===== config.mk =====
export PLATFORM = sky130hd
export DESIGN_NAME = bsa_word_eval
export DESIGN_NICKNAME = d
export VERILOG_FILES = /design/src/hdl/bitmap_slot_allocator_with_cache_defines.svh /design/src/hdl/bsa_pkg.sv /design/src/hdl/bsa_word_eval.sv
export SDC_FILE = /design/constraint.sdc
export NUM_CORES = 1
export LEC_CHECK = 0
export BUFFER_PORTS_ARGS = -buffer_cell sky130_fd_sc_hd__buf_2
export CORE_AREA = 3 3 101 103
export DETAILED_ROUTE_END_ITERATION = 6
export DIE_AREA = 0 0 104 106
export GPL_TIMING_DRIVEN = 0
export PLACE_DENSITY = 0.65
export SYNTH_ARGS = -nofsm -noshare
export SYNTH_HDL_FRONTEND = slang
export SYNTH_SLANG_ARGS = --single-unit

===== constraint.sdc =====
create_clock -name vclk -period 4.1
set_input_delay 0.205 -clock vclk [all_inputs]
set_output_delay 0.205 -clock vclk [all_outputs]
set_load 0.05 [all_outputs]

===== src/hdl/bitmap_slot_allocator_with_cache_defines.svh =====
// Assertion macros shared by the slot allocator RTL.
// Simulation builds get concurrent assertions; synthesis builds define SYNTH
// and the macros expand to nothing.
`ifndef BITMAP_SLOT_ALLOCATOR_WITH_CACHE_DEFINES_SVH
`define BITMAP_SLOT_ALLOCATOR_WITH_CACHE_DEFINES_SVH

`ifndef SYNTH

// Checked on every rising edge while reset is released.
`define BSA_ASSERT(lbl, clk, rst_n, prop, msg) \
    lbl: assert property (@(posedge clk) disable iff (!rst_n) prop) else $error(msg);

// Checked on every rising edge, reset included.
`define BSA_ASSERT_ALWAYS(lbl, clk, prop, msg) \
    lbl: assert property (@(posedge clk) prop) else $error(msg);

`else

`define BSA_ASSERT(lbl, clk, rst_n, prop, msg)
`define BSA_ASSERT_ALWAYS(lbl, clk, prop, msg)

`endif

`endif


===== src/hdl/bsa_pkg.sv =====
`default_nettype none

package bsa_pkg;

    // Default sizes, used as defaults of the top-level parameters.
    localparam int SLOT_COUNT_DEF  = 4096;
    localparam int CACHE_DEPTH_DEF = 64;

    // Fixed field widths.
    localparam int SLOT_W      = 13;
    localparam int META_W      = 4;
    localparam int STATUS_W    = 3;
    localparam int CFG_INDEX_W = 2;
    localparam int CFG_DATA_W  = 13;

    // Bitmap words.
    localparam int WORD_W     = 64;
    localparam int WORD_LSB_W = 6;
    localparam int MAP_DEPTH_DEF = (SLOT_COUNT_DEF + WORD_W - 1) / WORD_W;

    localparam logic [SLOT_W-1:0] FREE_MAX       = '1;
    localparam logic [SLOT_W-1:0] SLOT_LIMIT_RST = 13'd4096;
    localparam logic [META_W-1:0] META_RST       = 4'd1;
    localparam logic              CACHE_EN_RST   = 1'b1;

    typedef enum logic [CFG_INDEX_W-1:0] {
        CFG_SLOT_LIMIT = 2'd0,
        CFG_META_SLOTS = 2'd1,
        CFG_CACHE_EN   = 2'd2
    } bsa_cfg_idx_t;

    typedef enum logic {
        ACT_ALLOC = 1'b0,
        ACT_FREE  = 1'b1
    } bsa_action_t;

    typedef enum logic [STATUS_W-1:0] {
        ST_GRANT_FRESH  = 3'd0,
        ST_GRANT_CACHED = 3'd1,
        ST_FULL         = 3'd2,
        ST_FREED        = 3'd3,
        ST_CACHED       = 3'd4,
        ST_INVALID      = 3'd5
    } bsa_status_t;

    typedef enum logic [2:0] {
        S_CLEAR,
        S_IDLE,
        S_DISPATCH,
        S_SCAN,
        S_POP,
        S_FREE_RMW,
        S_RESULT
    } bsa_state_t;

    // Outcome of looking at one bitmap word during the allocation scan.
    typedef struct packed {
        logic                  past_end;
        logic                  hit;
        logic [WORD_LSB_W-1:0] bit_idx;
    } bsa_eval_t;

    // Index of the lowest set bit; the top index when no bit is set.
    function automatic logic [WORD_LSB_W-1:0] lowest_set(input logic [WORD_W-1:0] v);
        logic [WORD_LSB_W-1:0] b;
        b = WORD_LSB_W'(WORD_W - 1);
        for (int i = WORD_W - 1; i >= 0; i--) begin
            if (v[i]) begin
                b = WORD_LSB_W'(i);
            end
        end
        return b;
    endfunction

endpackage

`default_nettype wire


===== src/hdl/bsa_word_eval.sv =====
`default_nettype none

// Looks at one bitmap word of the allocation scan: is it past the slot limit,
// and which clear bit below the limit is the lowest one.
module bsa_word_eval #(
    parameter int WIDX_W = 7
) (
    input  logic [WIDX_W-1:0]          word_idx,
    input  logic [bsa_pkg::WORD_W-1:0] word,
    input  logic [bsa_pkg::SLOT_W-1:0] lim,
    output bsa_pkg::bsa_eval_t         eval
);
    import bsa_pkg::*;

    localparam int CMPW = (WIDX_W + WORD_LSB_W > SLOT_W) ? WIDX_W + WORD_LSB_W : SLOT_W;

    logic [CMPW-1:0]   base;
    logic [CMPW-1:0]   lim_ext;
    logic              last_word;
    logic [WORD_W-1:0] mask;
    logic [WORD_W-1:0] avail;

    assign base      = CMPW'({word_idx, {WORD_LSB_W{1'b0}}});
    assign lim_ext   = CMPW'(lim);
    assign last_word = CMPW'(lim[SLOT_W-1:WORD_LSB_W]) == CMPW'(word_idx);

    // The word holding the limit only offers the bits below it.
    assign mask  = last_word ? ((WORD_W'(1) << lim[WORD_LSB_W-1:0]) - WORD_W'(1)) : '1;
    assign avail = ~word & mask;

    always_comb
    begin
        eval.past_end = base >= lim_ext;
        eval.hit      = (base < lim_ext) && (avail != '0);
        eval.bit_idx  = lowest_set(avail);
    end

endmodule

`default_nettype wire


==> results by group <==
Timing
  • Max_slew headroom: 50.7%
  • Final-report setup violation count: 0
  • Min Tclk post-route: 3950 ps
  • Final period util: 96.4%
  • F_max: 253 MHz
  • RSZ-0062 raised after global routing: no
  • Fin. max-slew vios: 0
  • Setup TNS: 0 ps
  • Count of final hold-check violations: 0
  • Worst slew pin tran: 738 ps
  • Final worst setup slack: 146 ps

Placed design
  • Placer Congestion: 1.01
  • Number of port buffers: 92
  • Placement Setup Slack: -449 ps
  • HPWL Detailed: 13500 um

Global route
  • Gr busiest metal: met2
  • Vias in the first global route: 4376
  • Total GRT Usage: 28.5%
  • GR Layer Usage met1: 37.4%
  • GRT overflow: 0
  • Pin count of the biggest net entering global routing: 11
  • First-pass GRT wire length: 25000 um
  • Met3 global-route usage: 3.89%
  • Initial antenna violation count: 0
  • Met2 Resource Use GR: 46.7%

Route
  • Final ANT Viol Nets: 0
  • Initial DRC Count: 490
  • Via density: 6.55
  • Via Count: 4700
  • Drt pass-1 iters: 5
  • Residual DRC: 0
  • Mean routed wirelength per cell: 23.5 um
  • Routed wire length: 16800 um

Synth
  • Syn avg cell area: 6.39 um^2
  • Synth top area share: 6.79%
  • Synth area leader: a21oi_1
  • Count leader, synth: a21oi_1
  • Net Count, Synth: 588
  • Seq/Total Area, Yosys: 0%
  • Top post-synthesis cells by count: a21oi_1, nor2_1, nand2_1, buf_2, nor3_1
  • Synth Instances: 496
  • Synth warn: 0
  • Post-synth design cell area: 0.00317 mm^2
  • Dominant cells by area after synthesis: a21oi_1, nor2_1, buf_2
  • Netlist cell types: 81

Setup path
  • Worst Path Max Fanout: 10
  • Endpoint class of the critical path: primary output
  • Setup CP Type: in -> out
  • Setup crit start kind: input pin
  • Worst Path Required: 3890 ps
  • Arrival @ worst endpoint: 3750 ps

Die
  • Die W: 104 um
  • Core Region: 0.00928 mm^2
  • Starting Density: 34.1%
  • Num ports: 92
  • Height of the die: 106 um
  • Full die area: 0.0110 mm^2
  • FP Rows: 35

Layout
  • Nets: 683
  • Clock buffers: 0
  • Area grow syn2layout: 26.1%
  • FF+latch count: 0
  • Ant. Diodes: 0
  • Share of cells above drive strength 1: 30.9%
  • Flip-flop and latch area: 0 um^2
  • Post-layout util: 43.1%

Pwr
  • Switching Share: 64.0%
  • Clock power share: 0%
  • Total power: 0.000386 W
  • Static Leak: 1.58 nW
  • Sw power: 0.000247 W
  • Internal: 0.000139 W
  • Power per cell area: 96.5 mW/mm^2
  • Power share of the sequential group: 0%
  • Comb power frac: 100.0%
  • Maximum resistive drop on vdd: 31.7 uV

Hold path
  • Hold WC Path Type: in -> out

Run status
  • Status: complete, no violations

Job
  • Max Cap Viol: 0

Clock network
  • CTS Hold Buffers Added: 0
==> layout by cell type (no fill, tap or decap), types with 5 or more instances in the layout <==
cell type	instances
a211o_1	6
a211oi_1	12
a21o_1	14
a21oi_1	39
a21oi_2	5
a31oi_1	15
and2_1	7
and3_1	5
and4_1	6
buf_2	109
buf_4	11
ha_1	8
inv_1	20
nand2_1	31
nand2b_1	10
nand3_1	14
nand4_1	8
nand4b_1	5
nor2_1	42
nor2b_1	6
nor3_1	23
nor4_1	7
o211ai_1	6
o21ai_0	21
o31ai_1	6
or2_2	5
or3_1	11
xnor2_1	11
==> path summary, 6_finish.rpt <==
kind / start / to / slack (ps) / depth (start not counted)
hold / removal: word_idx[6] / eval[6] / 990 / 6
setup / recovery: lim[2] / eval[3] / 150 / 17
==> through the flow <==
stage / hold slack [ps] / cell area, um^2 / cells
2_1_floorplan: 804 / 3180 / 496
3_3_place_gp: 996 / 3800 / 717
3_5_place_dp: 983 / 3800 / 717
4_1_cts: 993 / 3880 / 718
5_1_grt: 1020 / 4000 / 718
6_report: 992 / 4000 / 718
==> layer usage <==
layer	vias up	share of wire, %
met4	0	4.9
met1	2163	41
met3	57	10
met5	-	0
met2	341	44
li1	2139	-
==> cells by family after synthesis <==
logic type                 share of synthesized area [%]
AOI/OAI and AO/OA                                   42.6
xor gates and xnor gates                            3.59
buffers and inverters                               8.88
adders and majority gates                           3.16
muxes                                              0.632
and+or+nand+nor                                     41.1
==> power by group through the flow <==
stage	clock network, W	logic, W	registers (W)
4_1_cts	0	0.000362	0
6_report	0	0.000386	0
2_1_floorplan	0	0.000224	0
5_1_grt	0	0.000411	0
3_3_place_gp	0	0.000351	0
3_5_place_dp	0	0.000353	0
==> cell type report <==
cell class,instances,area (um^2)
buffer,37,225
fill,1035,5290
inverter,22,86.3
multi-input combinational,437,3050
tap,129,161
timing repair buffer,93,475
==> worst max-delay path, stage by stage <==
cell and delay, ps:
buf_2 110, buf_6 130, clkbuf_4 180, buf_6 160, nor3_4 250, nand3_1 110, ha_1 280, buf_6 180
buf_4 190, a221o_1 330, a21oi_1 250, o22a_1 290, nand4_1 290, a21oi_1 220, a221o_1 240, a31oi_1 100
buf_4 220
==> repair_timing <==
action | CTS | global route
resized for setup | 19 | 25
buffers inserted | 1 | 0
endpoints found under the setup margin | 7 | 7
pin swaps | 1 | 7
Note: power is estimated with default switching activity, not from simulation.
