<file path="config.mk">
export PLATFORM = sky130hd
export DESIGN_NAME = bsa_ram
export DESIGN_NICKNAME = d
export VERILOG_FILES = /design/src/hdl/bitmap_slot_allocator_with_cache_defines.svh /design/src/hdl/bsa_pkg.sv /design/src/hdl/bsa_ram.sv
export SDC_FILE = /design/constraint.sdc
export NUM_CORES = 2
export LEC_CHECK = 0
export BUFFER_PORTS_ARGS = -buffer_cell sky130_fd_sc_hd__buf_2
export CAP_MARGIN = 30
export CORE_UTILIZATION = 55
export CTS_BUF_LIST = sky130_fd_sc_hd__clkbuf_4 sky130_fd_sc_hd__clkbuf_8
export CTS_CLUSTER_DIAMETER = 30
export CTS_CLUSTER_SIZE = 30
export DETAILED_ROUTE_END_ITERATION = 16
export PLACE_DENSITY_LB_ADDON = 0.1
export SLEW_MARGIN = 20
export SYNTH_ARGS = -nofsm -noshare
export SYNTH_HDL_FRONTEND = slang
export SYNTH_SLANG_ARGS = --single-unit
</file>
<file path="constraint.sdc">
create_clock -name clk -period 6.3 [get_ports clk]
set_input_delay 0.63 -clock clk [delete_from_list [all_inputs] [get_ports clk]]
set_output_delay 0.63 -clock clk [all_outputs]
set_load 0.005 [all_outputs]
</file>
<file path="src/hdl/bitmap_slot_allocator_with_cache_defines.svh">
// Assertion macros shared by the slot allocator RTL.
// Simulation builds get concurrent assertions; synthesis builds define SYNTH
// and the macros expand to nothing.
`ifndef BITMAP_SLOT_ALLOCATOR_WITH_CACHE_DEFINES_SVH
`define BITMAP_SLOT_ALLOCATOR_WITH_CACHE_DEFINES_SVH

`ifndef SYNTH

// Checked on every rising edge while reset is released.
`define BSA_ASSERT(lbl, clk, rst_n, prop, msg) \
    lbl: assert property (@(posedge clk) disable iff (!rst_n) prop) else $error(msg);

// Checked on every rising edge, reset included.
`define BSA_ASSERT_ALWAYS(lbl, clk, prop, msg) \
    lbl: assert property (@(posedge clk) prop) else $error(msg);

`else

`define BSA_ASSERT(lbl, clk, rst_n, prop, msg)
`define BSA_ASSERT_ALWAYS(lbl, clk, prop, msg)

`endif

`endif

</file>
<file path="src/hdl/bsa_pkg.sv">
`default_nettype none

package bsa_pkg;

    // Default sizes, used as defaults of the top-level parameters.
    localparam int SLOT_COUNT_DEF  = 4096;
    localparam int CACHE_DEPTH_DEF = 64;

    // Fixed field widths.
    localparam int SLOT_W      = 13;
    localparam int META_W      = 4;
    localparam int STATUS_W    = 3;
    localparam int CFG_INDEX_W = 2;
    localparam int CFG_DATA_W  = 13;

    // Bitmap words.
    localparam int WORD_W     = 64;
    localparam int WORD_LSB_W = 6;
    localparam int MAP_DEPTH_DEF = (SLOT_COUNT_DEF + WORD_W - 1) / WORD_W;

    localparam logic [SLOT_W-1:0] FREE_MAX       = '1;
    localparam logic [SLOT_W-1:0] SLOT_LIMIT_RST = 13'd4096;
    localparam logic [META_W-1:0] META_RST       = 4'd1;
    localparam logic              CACHE_EN_RST   = 1'b1;

    typedef enum logic [CFG_INDEX_W-1:0] {
        CFG_SLOT_LIMIT = 2'd0,
        CFG_META_SLOTS = 2'd1,
        CFG_CACHE_EN   = 2'd2
    } bsa_cfg_idx_t;

    typedef enum logic {
        ACT_ALLOC = 1'b0,
        ACT_FREE  = 1'b1
    } bsa_action_t;

    typedef enum logic [STATUS_W-1:0] {
        ST_GRANT_FRESH  = 3'd0,
        ST_GRANT_CACHED = 3'd1,
        ST_FULL         = 3'd2,
        ST_FREED        = 3'd3,
        ST_CACHED       = 3'd4,
        ST_INVALID      = 3'd5
    } bsa_status_t;

    typedef enum logic [2:0] {
        S_CLEAR,
        S_IDLE,
        S_DISPATCH,
        S_SCAN,
        S_POP,
        S_FREE_RMW,
        S_RESULT
    } bsa_state_t;

    // Outcome of looking at one bitmap word during the allocation scan.
    typedef struct packed {
        logic                  past_end;
        logic                  hit;
        logic [WORD_LSB_W-1:0] bit_idx;
    } bsa_eval_t;

    // Index of the lowest set bit; the top index when no bit is set.
    function automatic logic [WORD_LSB_W-1:0] lowest_set(input logic [WORD_W-1:0] v);
        logic [WORD_LSB_W-1:0] b;
        b = WORD_LSB_W'(WORD_W - 1);
        for (int i = WORD_W - 1; i >= 0; i--) begin
            if (v[i]) begin
                b = WORD_LSB_W'(i);
            end
        end
        return b;
    endfunction

endpackage

`default_nettype wire

</file>
<file path="src/hdl/bsa_ram.sv">
`default_nettype none

// Simple dual-port memory: one write port, one read port with registered data.
module bsa_ram #(
    parameter int DEPTH = bsa_pkg::MAP_DEPTH_DEF,
    parameter int WIDTH = bsa_pkg::WORD_W,
    localparam int AW = (DEPTH > 1) ? $clog2(DEPTH) : 1
) (
    input  logic             clk,
    input  logic             we,
    input  logic [AW-1:0]    waddr,
    input  logic [WIDTH-1:0] wdata,
    input  logic [AW-1:0]    raddr,
    output logic [WIDTH-1:0] rdata
);

    logic [WIDTH-1:0] mem [DEPTH];
    logic [WIDTH-1:0] rdata_reg;

    always_ff @(posedge clk)
    begin
        if (we)
        begin
            mem[waddr] <= wdata;
        end
    end

    always_ff @(posedge clk)
    begin
        rdata_reg <= mem[raddr];
    end

    assign rdata = rdata_reg;

endmodule

`default_nettype wire

</file>
==> report_table.html <==
<table>
<tr><th>Metric</th><th>Value</th></tr>
<tr><th colspan="2">Status</th></tr>
<tr><td>Result of the run</td><td>complete, but fails checks</td></tr>
<tr><td>Violated checks</td><td>negative hold slack</td></tr>
<tr><th colspan="2">Placed design</th></tr>
<tr><td>Count of port buffers added during placement</td><td>141</td></tr>
<tr><td>Detailed-placement wirelength estimate</td><td>228000 µm</td></tr>
<tr><td>Weighted congestion at the end of routability-driven global placement</td><td>0.790</td></tr>
<tr><th colspan="2">Setup path</th></tr>
<tr><td>Maximum net fanout on the critical path</td><td>51</td></tr>
<tr><td>Slowest cell on the critical path</td><td>buf_4</td></tr>
<tr><td>Crit-path most repeated cell</td><td>buf_4</td></tr>
<tr><td>Largest stage delay on the critical path</td><td>810 ps</td></tr>
<tr><td>Endpoint kind of the worst setup timing path</td><td>flop</td></tr>
<tr><td>WP buf/inv</td><td>4</td></tr>
<tr><td>Arrival time worst endpoint</td><td>3780 ps</td></tr>
<tr><td>Startpoint type of the worst setup path</td><td>input pin</td></tr>
<tr><td>WP data required</td><td>7370 ps</td></tr>
<tr><td>Category of the critical setup timing path</td><td>in -&gt; reg</td></tr>
<tr><td>Family with the most delay on the worst path</td><td>buffers and inverters</td></tr>
<tr><td>Sequence of cells on the critical path</td><td>buf_8 -&gt; buf_4 -&gt; nor2_4 -&gt; buf_4 -&gt; buf_4 -&gt; a22oi_1 -&gt; and3_1 -&gt; a211oi_1</td></tr>
<tr><th colspan="2">Logic synthesis</th></tr>
<tr><td>Number of flops mapped to enable cells by yosys</td><td>4096</td></tr>
<tr><td>Post-synth net total</td><td>6676</td></tr>
<tr><td>Synth Cell Area</td><td>0.156 mm²</td></tr>
<tr><td>Area share of the largest cell type after synthesis</td><td>0.787</td></tr>
<tr><td>Number of warnings issued by yosys</td><td>0</td></tr>
<tr><td>Post-synth ARST share</td><td>0</td></tr>
<tr><td>Sequential cell area fraction in the yosys report</td><td>0.795</td></tr>
<tr><td>Number of library cell types mapped by synthesis</td><td>33</td></tr>
<tr><td>Average instance area after synthesis</td><td>23.7 µm²</td></tr>
<tr><td>Synthesis-stage register bit count</td><td>4160</td></tr>
<tr><td>Post-Synthesis Cells</td><td>6598</td></tr>
<tr><td>Post-synth top flop</td><td>edfxtp_1</td></tr>
<tr><td>Most frequent cells after synthesis</td><td>4096 x edfxtp_1, 1024 x mux4_2, 170 x buf_2, 168 x a22oi_1, 140 x clkbuf_1</td></tr>
<tr><td>Top cell type by total area after synthesis</td><td>edfxtp_1</td></tr>
<tr><td>Top area cells in the synthesized netlist</td><td>edfxtp_1 79%, mux4_2 15%, mux2i_1 0.86%</td></tr>
<tr><td>Top-count cell post-synth</td><td>edfxtp_1</td></tr>
<tr><th colspan="2">Route</th></tr>
<tr><td>Post-Route WL</td><td>434000 µm</td></tr>
<tr><td>Routed wire per std cell</td><td>36.9 µm</td></tr>
<tr><td>Number of remaining DRC errors</td><td>0</td></tr>
<tr><td>Antenna Nets Post-Route</td><td>0</td></tr>
<tr><td>Avg Vias per Cell</td><td>6.59</td></tr>
<tr><td>Initial DRT Pass Iterations</td><td>8</td></tr>
<tr><td>Iter 0 DRT Violations</td><td>9489</td></tr>
<tr><td>Total via count in the routed design</td><td>77500</td></tr>
<tr><th colspan="2">Timing</th></tr>
<tr><td>Final slew viol count</td><td>0</td></tr>
<tr><td>Shortest period the worst path allows</td><td>2710 ps</td></tr>
<tr><td>Final worst-path cycle share</td><td>0.430</td></tr>
<tr><td>Worst max-slew margin expressed relative to the limit</td><td>0.283</td></tr>
<tr><td>Setup violators final</td><td>0</td></tr>
<tr><td>Summed negative setup slack over all endpoints</td><td>0 ps</td></tr>
<tr><td>Unrepaired setup endpoints after global routing</td><td>no</td></tr>
<tr><td>Actual transition at the worst max-transition pin</td><td>1080 ps</td></tr>
<tr><td>Clock tree skew after final layout</td><td>60.1 ps</td></tr>
<tr><td>Worst hold slack</td><td>-18.8 ps</td></tr>
<tr><td>Fmax achieved</td><td>0.369 GHz</td></tr>
<tr><td>Total count of hold-check failures in the final report</td><td>14</td></tr>
<tr><th colspan="2">Run</th></tr>
<tr><td>Total of max-cap violations</td><td>0</td></tr>
<tr><th colspan="2">CTS</th></tr>
<tr><td>Number of clock sinks seen by CTS</td><td>4160</td></tr>
<tr><td>Cell at the root of the clock tree</td><td>clkbuf_8</td></tr>
<tr><td>TritonCTS clock tree</td><td>done</td></tr>
<tr><td>Clock latency on the worst-skew pair</td><td>1210 ps</td></tr>
<tr><td>Buffer depth of the longest clock path</td><td>4</td></tr>
<tr><td>Number of setup buffers added after CTS</td><td>0</td></tr>
<tr><td>Maximum level of the CTS H-tree</td><td>6</td></tr>
<tr><td>Reg clk slew, reported paths</td><td>70 ps</td></tr>
<tr><td>Total clock buffers created by CTS</td><td>705</td></tr>
<tr><th colspan="2">Power</th></tr>
<tr><td>P_leak</td><td>57.5 nW</td></tr>
<tr><td>Power per cell area</td><td>337 mW/mm²</td></tr>
<tr><td>Overall power after layout</td><td>61.1 mW</td></tr>
<tr><td>Worst IR Drop VDD</td><td>282 µV</td></tr>
<tr><th colspan="2">Layout</th></tr>
<tr><td>Fraction of layout instances using a drive strength above 1</td><td>0.348</td></tr>
<tr><td>Layout fillers</td><td>18900</td></tr>
<tr><td>Number of flip-flops under the largest register name</td><td>4096</td></tr>
<tr><td>Number of nets in the layout</td><td>7477</td></tr>
<tr><td>Area grow syn2layout</td><td>15.9%</td></tr>
<tr><th colspan="2">Worst hold path</th></tr>
<tr><td>Hold crit path type</td><td>in -&gt; reg</td></tr>
<tr><th colspan="2">Floorplanning</th></tr>
<tr><td>Core area</td><td>0.283 mm²</td></tr>
<tr><td>Number of core rows</td><td>195</td></tr>
<tr><td>Vertical die dimension</td><td>535 µm</td></tr>
<tr><td>Width of the die</td><td>535 µm</td></tr>
<tr><td>Die area</td><td>0.286 mm²</td></tr>
<tr><td>Effective utilization at floorplan</td><td>0.553</td></tr>
<tr><td>Number of top-level pins</td><td>142</td></tr>
<tr><th colspan="2">GRT</th></tr>
<tr><td>Initial antenna violation count</td><td>23</td></tr>
<tr><td>Largest net degree at the start of global routing</td><td>112</td></tr>
<tr><td>Global-route wire length before repair</td><td>605000 µm</td></tr>
<tr><td>GRT Total Usage</td><td>0.305</td></tr>
<tr><td>Remaining Overflow, GRT</td><td>0</td></tr>
<tr><td>Vias in the first global route</td><td>78200</td></tr>
</table>
## cells by family after synthesis
logic type / synth area share
AND/OR/NAND/NOR: 0.0124
buffers and inverters: 0.0118
multiplexers: 0.156
AO/OA/AOI/OAI: 0.0248
flip-flops: 0.795
## through the flow
step | setup slack, ps | area, µm² | hold slack, ps | std cells | utilization
after floorplan | 234 | 156000 | 729 | 6598 | -
after detailed placement | 2460 | 164000 | 819 | 10400 | 0.580
final | 3590 | 181000 | -18.8 | 11800 | 0.642
after global placement | 2330 | 163000 | 817 | 10300 | 0.577
after CTS | 3480 | 180000 | 8.43 | 11700 | 0.638
after global routing | 3540 | 181000 | 1.47 | 11800 | 0.642
## metal layers
| layer | vias up | global-route usage | part of all wire |
|---|---|---|---|
| met2 | 4175 | 0.490 | 0.49 |
| li1 | 30300 | - | - |
| met1 | 42300 | 0.429 | 0.39 |
| met4 | 12 | 0.0986 | 0.032 |
| met3 | 745 | 0.0589 | 0.088 |
| met5 | - | 0 | 0.00020 |
## placed cells by master (no fill, tap or decap), types with 45 or more instances in the layout
master and count:
buf_12 118, mux4_2 1024, edfxtp_1 4096, a211oi_1 63, mux2i_1 135, a22oi_1 168
nand2_1 54, bufinv_16 100, dfxtp_1 64, clkinv_1 85, o22ai_1 83, clkinv_2 112
clkinvlp_4 86, and3_1 64, buf_4 166, dlygate4sd3_1 47, clkbuf_4 92, nand3_1 45
clkbuf_8 727, nor2_1 47, nor2_4 65, buf_2 118, a22o_1 88
## worst paths after layout
kind / from / cells after the start / endpoint / slack (ps)
max: raddr[2] / 8 / rdata[7] / 3590
min: wdata[39] / 1 / mem[12][39] / -20
max reg2reg: mem[59][46] / 4 / rdata[46] / 4330
min reg2reg: mem[45][18] / 4 / rdata[18] / 800
## power breakdown
group / switching [mW] / internal, mW
Combinational: 1.70 / 1.03
Clock: 11.8 / 15.8
Sequential: 0.145 / 30.6
## area by class of cell
cell class | count | area, µm² | area share
clock buffers | 819 | 10700 | 0.0590
multi-input cells | 2049 | 30800 | 0.170
repair buffers | 464 | 5040 | 0.0278
diodes | 11 | 27.5 | 0.000152
flip-flops and latches | 4160 | 124000 | 0.686
clock inverters | 497 | 5680 | 0.0314
well taps | 3743 | 4680 | 0.0258
inverters | 19 | 71.3 | 0.000393
## repair_timing
item	CTS	global route
gates resized for setup	0	0
hold buffers	6	41
hold endpoints to repair	138	663
Note: power is estimated with default switching activity, not from simulation.
